<file path="src/hdl/scu_pkg.sv">
// Package with opcodes, status codes and item types of the stack calculator.
package scu_pkg;

  typedef enum logic [3:0] {
    OP_PUSH = 4'd0,
    OP_POP  = 4'd1,
    OP_DUP  = 4'd2,
    OP_ADD  = 4'd3,
    OP_SUB  = 4'd4,
    OP_MUL  = 4'd5,
    OP_DIV  = 4'd6,
    OP_SQRT = 4'd7,
    OP_HALT = 4'd8
  } op_e;

  typedef enum logic [2:0] {
    ST_OK      = 3'd0,
    ST_EMPTY   = 3'd1,
    ST_FULL    = 3'd2,
    ST_DIVZERO = 3'd3,
    ST_NEGSQRT = 3'd4,
    ST_UNKNOWN = 3'd5,
    ST_HALTED  = 3'd6,
    ST_STOPPED = 3'd7
  } status_e;

  typedef struct packed {
    logic [3:0]         opcode;
    logic signed [31:0] push_value;
  } in_item_t;

  typedef struct packed {
    logic signed [31:0] popped_value;
    logic               value_valid;
    logic [2:0]         status;
  } out_item_t;

  // Classified command handed from the front part to the back part.
  typedef enum logic [3:0] {
    K_PUSH  = 4'd0,
    K_POP   = 4'd1,
    K_DUP   = 4'd2,
    K_ARITH = 4'd3,
    K_SQRT  = 4'd4,
    K_HALT  = 4'd5,
    K_UNK   = 4'd6
  } kind_e;

  typedef struct packed {
    kind_e              kind;
    logic [1:0]         alu_op;  // 0 add, 1 sub, 2 mul, 3 div
    logic signed [31:0] value;
  } cmd_t;

  localparam logic [1:0] ALU_ADD = 2'd0;
  localparam logic [1:0] ALU_SUB = 2'd1;
  localparam logic [1:0] ALU_MUL = 2'd2;
  localparam logic [1:0] ALU_DIV = 2'd3;

endpackage

</file>
<file path="src/hdl/scu_front.sv">
// Front part: accepts input items, classifies them and queues the commands.
module scu_front (
  input  logic               clk_i,
  input  logic               rst_ni,
  input  logic               push_i,
  output logic               full_o,
  input  scu_pkg::in_item_t  in_item_i,
  output logic               cmd_valid_o,
  input  logic               cmd_take_i,
  output scu_pkg::cmd_t      cmd_o
);
  scu_pkg::cmd_t cmd_n;
  scu_pkg::cmd_t q_q [2];
  logic [1:0] cnt_q, cnt_d;
  logic       wr_q, wr_d, rd_q, rd_d;
  logic       put, take;

  always_comb begin
    cmd_n.value  = in_item_i.push_value;
    cmd_n.alu_op = scu_pkg::ALU_ADD;
    case (in_item_i.opcode)
      scu_pkg::OP_PUSH: cmd_n.kind = scu_pkg::K_PUSH;
      scu_pkg::OP_POP:  cmd_n.kind = scu_pkg::K_POP;
      scu_pkg::OP_DUP:  cmd_n.kind = scu_pkg::K_DUP;
      scu_pkg::OP_ADD: begin
        cmd_n.kind = scu_pkg::K_ARITH;
        cmd_n.alu_op = scu_pkg::ALU_ADD;
      end
      scu_pkg::OP_SUB: begin
        cmd_n.kind = scu_pkg::K_ARITH;
        cmd_n.alu_op = scu_pkg::ALU_SUB;
      end
      scu_pkg::OP_MUL: begin
        cmd_n.kind = scu_pkg::K_ARITH;
        cmd_n.alu_op = scu_pkg::ALU_MUL;
      end
      scu_pkg::OP_DIV: begin
        cmd_n.kind = scu_pkg::K_ARITH;
        cmd_n.alu_op = scu_pkg::ALU_DIV;
      end
      scu_pkg::OP_SQRT: cmd_n.kind = scu_pkg::K_SQRT;
      scu_pkg::OP_HALT: cmd_n.kind = scu_pkg::K_HALT;
      default:          cmd_n.kind = scu_pkg::K_UNK;
    endcase
  end

  assign full_o      = (cnt_q == 2'd2);
  assign put         = push_i && !full_o;
  assign cmd_valid_o = (cnt_q != 2'd0);
  assign take        = cmd_take_i && cmd_valid_o;
  assign cmd_o       = q_q[rd_q];

  always_comb begin
    wr_d  = put ? !wr_q : wr_q;
    rd_d  = take ? !rd_q : rd_q;
    cnt_d = cnt_q + {1'b0, put} - {1'b0, take};
  end

  always_ff @(posedge clk_i) begin
    if (put) begin
      q_q[wr_q] <= cmd_n;
    end
  end

  always_ff @(posedge clk_i or negedge rst_ni) begin
    if (!rst_ni) begin
      cnt_q <= '0;
      wr_q  <= 1'b0;
      rd_q  <= 1'b0;
    end else begin
      cnt_q <= cnt_d;
      wr_q  <= wr_d;
      rd_q  <= rd_d;
    end
  end
endmodule

</file>
<file path="config.mk">
export PLATFORM = sky130hd
export DESIGN_NAME = scu_front
export DESIGN_NICKNAME = d
export VERILOG_FILES = /design/src/hdl/scu_pkg.sv /design/src/hdl/scu_front.sv
export SDC_FILE = /design/constraint.sdc
export NUM_CORES = 1
export LEC_CHECK = 0
export BUFFER_PORTS_ARGS = -buffer_cell sky130_fd_sc_hd__buf_2
export CAP_MARGIN = 20
export CORE_MARGIN = 2
export CORE_UTILIZATION = 45
export CTS_BUF_LIST = sky130_fd_sc_hd__clkbuf_4 sky130_fd_sc_hd__clkbuf_8
export DETAILED_ROUTE_END_ITERATION = 8
export GPL_ROUTABILITY_DRIVEN = 0
export PLACE_DENSITY = 0.7
export SLEW_MARGIN = 30
export SYNTH_ARGS = -nofsm -noshare
export SYNTH_HDL_FRONTEND = slang
export SYNTH_SLANG_ARGS = --single-unit
</file>
<file path="constraint.sdc">
create_clock -name clk_i -period 3.49 [get_ports clk_i]
set_input_delay 0.5235 -clock clk_i [delete_from_list [all_inputs] [get_ports clk_i]]
set_output_delay 0.5235 -clock clk_i [all_outputs]
set_load 0.01 [all_outputs]
</file>
## After elaboration in Yosys (flattened, before gate mapping)

Memories as Yosys holds them, arrays and structs flattened.
Index checks and enable logic that the tools add are counted.

- Bits in registers: 4
- Latch bits: 0
- RAM bits: 74
- ROM bits: 0
- Output and inout port bits: 40
- Memories: 1

- $add $sub $neg: 2
- $mul: 0
- Div/mod/pow operators: 0
- Magnitude comparators: 0
- Eq/ne operators: 9
- Shift operators: 0
- Mux-type cells: 4
- Bitwise logic cells: 0
- Reduce and logical (&&, ||, !) cells: 8

Memory list:

| name | depth | width | rd ports | clocked after Yosys merged registers in | write ports | line | source |
|---|---|---|---|---|---|---|---|
| q_q | 2 | 37 | 1 | 0 | 1 | scu_front.sv:13 | `scu_pkg::cmd_t q_q [2];` |

Operators by type and width:

| kind | number |
|---|---|
| case mux 3 bit (6 select lines) | 1 |
| == test 4 x 3 -> 1 bit (second input constant) | 4 |
| == test 4 x 2 -> 1 bit (second input constant) | 2 |
| case mux 2 bit (3 select lines) | 1 |
| == test 4 x 1 -> 1 bit (second input constant) | 1 |
| == test 4 bit (second input constant) | 1 |
| logical NOT 4 bit | 1 |
| OR reduction 4 bit | 1 |
| logical NOT 1 bit | 3 |
| adder 2 x 1 -> 2 bit | 1 |
| == test 2 bit (second input constant) | 1 |
| logical AND 1 bit | 2 |
| two-way mux 1 bit | 2 |
| nonzero test 2 bit | 1 |
| subtractor 2 x 1 -> 2 bit | 1 |

## Logic depth before layout (Yosys ltp)

Gate-level depths: netlist of run 1.

- Word-level depth: 5
- Depth in mapped cells: 7
- Depth with buffers taken out: 7

## Worst setup path before layout of run 1

Ideal clock, no wire load.

- Kind: input to register
- From: input port push_i
- To: memory q_q[0][0] (netlist bit) (enable)
- Library setup time: 0.431 ns
- Arrival: 2.179 ns
- Data required time: 3.059 ns
- Setup slack: 0.880 ns
- Cell stages on the path: 2
- Path buffers: 0
- Cell sequence: nand2_1 -> nor2_1

- Longest elaborated chain between the ends: 3

Ends and longest elaborated chain:

| item | line | source |
|---|---|---|
| start: declaration | scu_front.sv:5 | `input logic push_i,` |
| logical AND 1 bit | scu_front.sv:48 | `assign put = push_i && !full_o;` |
| two-way mux 1 bit | scu_front.sv:60 | `if (put) begin` |
| two-way mux 1 bit (not written as such) | scu_front.sv:61 | `q_q[wr_q] <= cmd_n;` |
| end: declaration | scu_front.sv:13 |  |

No other way between the ends.

==> flow_summary.json, run 1 <==
{
  "cts_inserted_buffers": 9,
  "ys_seq_elements": 78,
  "total_power_uw": 3000,
  "viasPerCell": 4.85,
  "num_vias": 1536,
  "drv_cap": 0,
  "peakVddDrop_uv": 686,
  "syn_nets": 190,
  "grt_pass1_wl_um": 7360,
  "drt-total-wl_um": 4640,
  "fmax_mhz": 399,
  "rsz0062_at_grt": "false",
  "grt_start_max_net_pins": 38,
  "cts_sinks": 78,
  "clock_latency_ps": 330,
  "cts_resized": 0,
  "synth_edf_count": 74,
  "wl_per_cell_um": 14.6,
  "p_leak_uw": 0.00148,
  "status": "complete, no violations",
  "grt_pass1_vias": 1600,
  "reg2reg_slack_ps": 1590,
  "power.density_mw_per_mm2": 806,
  "synth_largest_area_cell": "edfxtp_1",
  "worstMarginPinSlew_ps": 877,
  "dpl.cell_count": 300,
  "synthFlopType": "edfxtp_1",
  "synthCells": 148,
  "relSlewSlack_pct": 41.5,
  "start_util_pct": 47.1,
  "dr.pass1.iters": 4,
  "grt-ovfl-total": 0,
  "fin_util_pct": 57.7,
  "io-pin-count": 80,
  "post-route-drc-count": 0,
  "required_ps": 2970,
  "cts_tree": "yes",
  "netlist.area_leader.share_pct": 73.1,
  "crit_family": "flip-flops",
  "worstHoldStart": "in_item_i[20]",
  "antenna_cells": 0,
  "clkSlewWorstSetupHoldPaths_ps": 70,
  "r2r_end": "q_q[0][36]",
  "setup.worst_path.start_class": "flip-flop",
  "setup-violations-final": 0,
  "rows": 29,
  "track_usage_pct": 13.3,
  "crit_chain": "buf_4 > mux2_4 > buf_2",
  "clock_tree.htree_level_count": 3,
  "synthDistinctLibCells": 23,
  "slowest_stage": "dfrtp_2",
  "cts_setup_buffers": 0,
  "period_needed_ps": 2510,
  "worst-path-buf-inv": 2,
  "final_common_cell": "buf_2",
  "cp-end-kind": "output port",
  "numPortBuffers": 78,
  "critPathLaunch": "rd_q",
  "drtIter0Drc": 63,
  "design.core.area_mm2": 0.00646,
  "synthTopCellsByArea": "edfxtp_1 (73%), mux2_4 (9.9%), mux2_2 (6.3%), dfrtp_1 (3.3%), xnor2_1 (1.2%)",
  "nNetsFinal": 277,
  "cp.arrival_ps": 1980,
  "antenna_found_initial": 0,
  "final_cell_mix": "buf_2 (78), edfxtp_1 (74), mux2_4 (20)",
  "fin_cells": 317,
  "seq_area_frac_synth_pct": 76.3,
  "hold_depth": 1,
  "clock_tree.root_cell": "clkbuf_8",
  "syn_avg_cell_area_um2": 20.6,
  "hold_path_end": "q_q[1][20]",
  "netlist_area_mm2": 0.00304,
  "ys_warn_count": 0,
  "skew_ps": 5.25,
  "die_h_um": 86.2,
  "dp_hpwl_um": 3240,
  "cpPeakStageDelay_ps": 800,
  "area_delta_synth_final_pct": 22.5,
  "r2r_start": "cnt_q[1]",
  "synthArstFlopShare_pct": 5.13,
  "floorplan.die_area_mm2": 0.00743,
  "hold_viol": 0,
  "reg2regPathDepth": 4,
  "setup.worst_path.class": "reg2out",
  "min_period_over_period_pct": 71.9,
  "fp.dieW_um": 86.2,
  "cts_max_path_buffers": 2,
  "worstPathMaxFanout": 25,
  "ant_nets": 0,
  "hp-class": "in2reg",
  "finalSetupTns_ps": 0,
  "drive_above_1_share_pct": 56.3,
  "slew_viol_final": 0
}
## repair_timing
item                       CTS  global route
hold endpoints to repair     4             0
hold buffers                 1             0
setup endpoints to repair    0             0
## registers in the layout, summed over array words and instances, names as in the netlist
signal / flops
q_q: 74
cnt_q: 2
rd_q: 1
wr_q: 1
## layer usage
metal | vias to the layer above | track usage (%) | wire length, µm
li1 | 738 | - | -
met1 | 725 | 16.4 | 1990
met2 | 63 | 21.6 | 2180
met3 | 10 | 4.76 | 391
met4 | 0 | 5.54 | 74
met5 | - | 0 | 0
## synth_stat cells (all sizes together), types with 2 or more instances
library cell  number
or2                2
nand2b             2
edfxtp            74
inv                2
ha                 2
buf                5
nor2               4
mux2              37
and3               2
dfrtp              4
nand2              3
xnor2              4
## worst max path at each step
stage                            to  slack, ps  cells after the start
after floorplan           q_q[0][0]        880                      2
after global placement     cmd_o[9]       1320                      3
after detailed placement   cmd_o[7]       1290                      3
after CTS                  cmd_o[7]        930                      3
after global routing       cmd_o[7]        870                      3
final                      cmd_o[7]        980                      3
## cells by family (layout without fill, tap and decap cells)
logic type / Yosys count / after routing / share of synthesized area, %
muxes: 37 / 37 / 16.2
other: 1 / 1 / 0.123
and+or+nand+nor: 15 / 15 / 2.63
adders and majority gates: 2 / 2 / 0.823
DFF: 78 / 78 / 76.3
AOI/OAI and AO/OA: 3 / 3 / 0.699
xor gates and xnor gates: 5 / 5 / 1.44
buffers and inverters: 7 / 99 / 1.77
## worst register-to-register path, stage by stage, from the launching register on
cell	delay, ps
dfrtp_1	410
nand2b_1	120
nand2_1	140
nor2_4	580
buf_4	350
## final cells by class
cell class,count,area [µm²]
clock inverter,6,76.3
sequential,78,2320
multi-input combinational,63,674
inverter,2,7.51
timing repair buffer,81,415
fill,497,2730
tap,77,96.3
clock buffer,10,131
## metrics by stage
| stage | instance area, µm² | setup WS (ps) | hold WS (ps) |
|---|---|---|---|
| 6_report | 3720 | 982 | 381 |
| 4_1_cts | 3720 | 932 | 367 |
| 3_3_place_gp | 3510 | 1320 | 335 |
| 2_1_floorplan | 3040 | 880 | 228 |
| 3_5_place_dp | 3510 | 1290 | 336 |
| 5_1_grt | 3720 | 868 | 367 |
## where the power goes
part	internal, µW	leakage [µW]	switching, µW	total [µW]
Combinational	479	0.000645	431	911
Sequential	1290	0.000733	122	1410
Clock	402	0.000106	281	684
Total	2170	0.00148	835	3000
Note: power is estimated with default switching activity, not from simulation.
==> inputs of run 2 (changes only) <==
Settings changed: PLACE_DENSITY 0.7 to 0.73.
Clock period 3.49 ns to 2.05 ns, I/O delays scaled along.
==> run 2 against run 1 <==
Compared with the run above: register-to-register slack got worse by 1300 ps; flip-flop and latch count unchanged; critical endpoint is now cmd_o[35]; sequential share of layout area decreased by 0.21 points; non-clock buffer count is 4 higher; sequential power rose by 65%; die area did not move; hold slack got worse by 230 ps; power increased by 66%; cell area increased by 0.34%; count of clock-buffer cells in the layout fell by 1.
==> flow_summary.json, run 2 (synthesized netlist as in run 1, its figures left out) <==
{
  "busiest_layer": "met2",
  "fin_util_pct": 57.9,
  "dr.pass1.iters": 4,
  "rsz0062_at_grt": "false",
  "largest-register": "q_q",
  "seq_area_mm2": 0.00232,
  "track_usage_pct": 13.2,
  "drv_cap": 0,
  "antenna_cells": 0,
  "largest_reg_flops": 74,
  "wl_per_cell_um": 14.6,
  "reg2reg_slack_ps": 320,
  "drtIter0Drc": 152,
  "worstPathMaxFanout": 12,
  "ant_nets": 0,
  "start_util_pct": 47.1,
  "antenna_found_initial": 0,
  "clkSlewWorstSetupHoldPaths_ps": 80,
  "hp-class": "in2reg",
  "finalSetupTns_ps": 0,
  "slew_viol_final": 0,
  "die_h_um": 86.2,
  "floorplan.die_area_mm2": 0.00743,
  "dp_hpwl_um": 3220,
  "min_period_over_period_pct": 95.4,
  "p_leak_uw": 0.00149,
  "period_needed_ps": 1960,
  "numPortBuffers": 78,
  "nFillCells": 502,
  "setup-violations-final": 0,
  "final_cell_mix": "buf_2 (78), edfxtp_1 (74), mux2_4 (20)",
  "worstHoldStart": "in_item_i[14]",
  "fin_ws_ps": 94.8,
  "worst-path-buf-inv": 2,
  "reg2regPathDepth": 7,
  "cts_resized": 0,
  "required_ps": 1740,
  "multi_input_area_um2": 674,
  "cts_max_path_buffers": 2,
  "reg_top3": "q_q: 74 flops, cnt_q: 2 flops",
  "slowest_stage": "dfrtp_2",
  "setup.worst_path.start_class": "flip-flop",
  "viasPerCell": 4.88,
  "fmax_mhz": 511,
  "clock_tree.root_cell": "clkbuf_8",
  "r2r_end": "cnt_q[1]",
  "grt_start_max_net_pins": 24,
  "grt_pass1_wl_um": 7360,
  "io-pin-count": 80,
  "use_met1_pct": 15.4,
  "grt-ovfl-total": 0,
  "power.density_mw_per_mm2": 1340,
  "fin_cells": 321,
  "clock_latency_ps": 340,
  "cts_inserted_buffers": 9,
  "seq_power_share_pct": 46.6,
  "p_switching_uw": 1490,
  "cts_sinks": 78,
  "num_vias": 1567,
  "cts_setup_buffers": 0,
  "use_met3_pct": 4.86,
  "r2r_start": "cnt_q[1]",
  "skew_ps": 7.50,
  "dpl.cell_count": 304,
  "crit_chain": "buf_4 > mux2_2 > buf_2",
  "hold_depth": 1,
  "pre_cts_slack_ps": 325,
  "design.core.area_mm2": 0.00646,
  "hold_path_end": "q_q[1][14]",
  "post-route-drc-count": 0,
  "cp-end-kind": "output port",
  "critPathLaunch": "rd_q",
  "p_comb_share_pct": 34.2,
  "area_delta_synth_final_pct": 22.9,
  "grt_pass1_vias": 1623,
  "crit_family": "flip-flops",
  "cpPeakStageDelay_ps": 570,
  "rows": 29,
  "cp.depth": 3,
  "clock_tree.htree_level_count": 3,
  "nNetsFinal": 281,
  "setup.worst_path.class": "reg2out",
  "final_common_cell": "buf_2",
  "p_int_uw": 3510,
  "peakVddDrop_uv": 961,
  "swShare_pct": 29.9,
  "pwr-share-clk_pct": 19.2,
  "drt-total-wl_um": 4690,
  "cp.arrival_ps": 1650,
  "drive_above_1_share_pct": 57.4,
  "use_met2_pct": 21.5,
  "fp.dieW_um": 86.2,
  "hold_viol": 0,
  "status": "complete, no violations",
  "cts_tree": "yes"
}
## run 2: final cells by class
type,count,share of cell area (%)
inverter,2,0.201
clock inverter,7,1.10
multi-input combinational,63,18.0
sequential,78,62.2
tap,77,2.58
timing repair buffer,85,12.6
clock buffer,9,3.31
## run 2: power by group through the flow
stage / Sequential [µW] / Clock, µW / Combinational [µW]
after floorplan: 2300 / 0 / 1200
after global placement: 2350 / 0 / 1710
after detailed placement: 2370 / 0 / 1740
after CTS: 2340 / 990 / 1750
after global routing: 2370 / 1060 / 1840
final: 2330 / 957 / 1710
## run 2: worst max path at each step
stage | end | slack (ps)
global route | cmd_o[35] | 20
global placement | cnt_q[1] | 420
CTS | cmd_o[35] | 60
detailed placement | cnt_q[1] | 320
floorplan | q_q[0][0] | 80
finish | cmd_o[35] | 90
## run 2: per-stage QoR
step / cell area (µm²) / hold WS [ps] / total power [µW]
3_5_place_dp: 3560 / 118 / 4110
6_report: 3740 / 153 / 5000
2_1_floorplan: 3040 / 11.9 / 3500
3_3_place_gp: 3560 / 119 / 4070
4_1_cts: 3740 / 133 / 5080
5_1_grt: 3740 / 131 / 5270
## run 2: routing by layer
metal	share of wire, %	wire length [µm]	vias to the layer above
met4	1.7	79	0
met2	47	2200	63
met5	0	0	-
li1	-	-	747
met1	43	2020	746
met3	8.1	382	11
## run 2: timing repair
item | CTS | global route
endpoints found under the setup margin | 0 | 0
hold endpoints to repair | 4 | 0
hold buffers | 1 | 0
## run 2: worst register-to-register path: stages (launching register included)
cell and delay [ps]:
dfrtp_1 410, or2_1 250, and2_4 170, ha_1 270
inv_1 40, ha_1 180, xnor2_1 180, xnor2_1 150
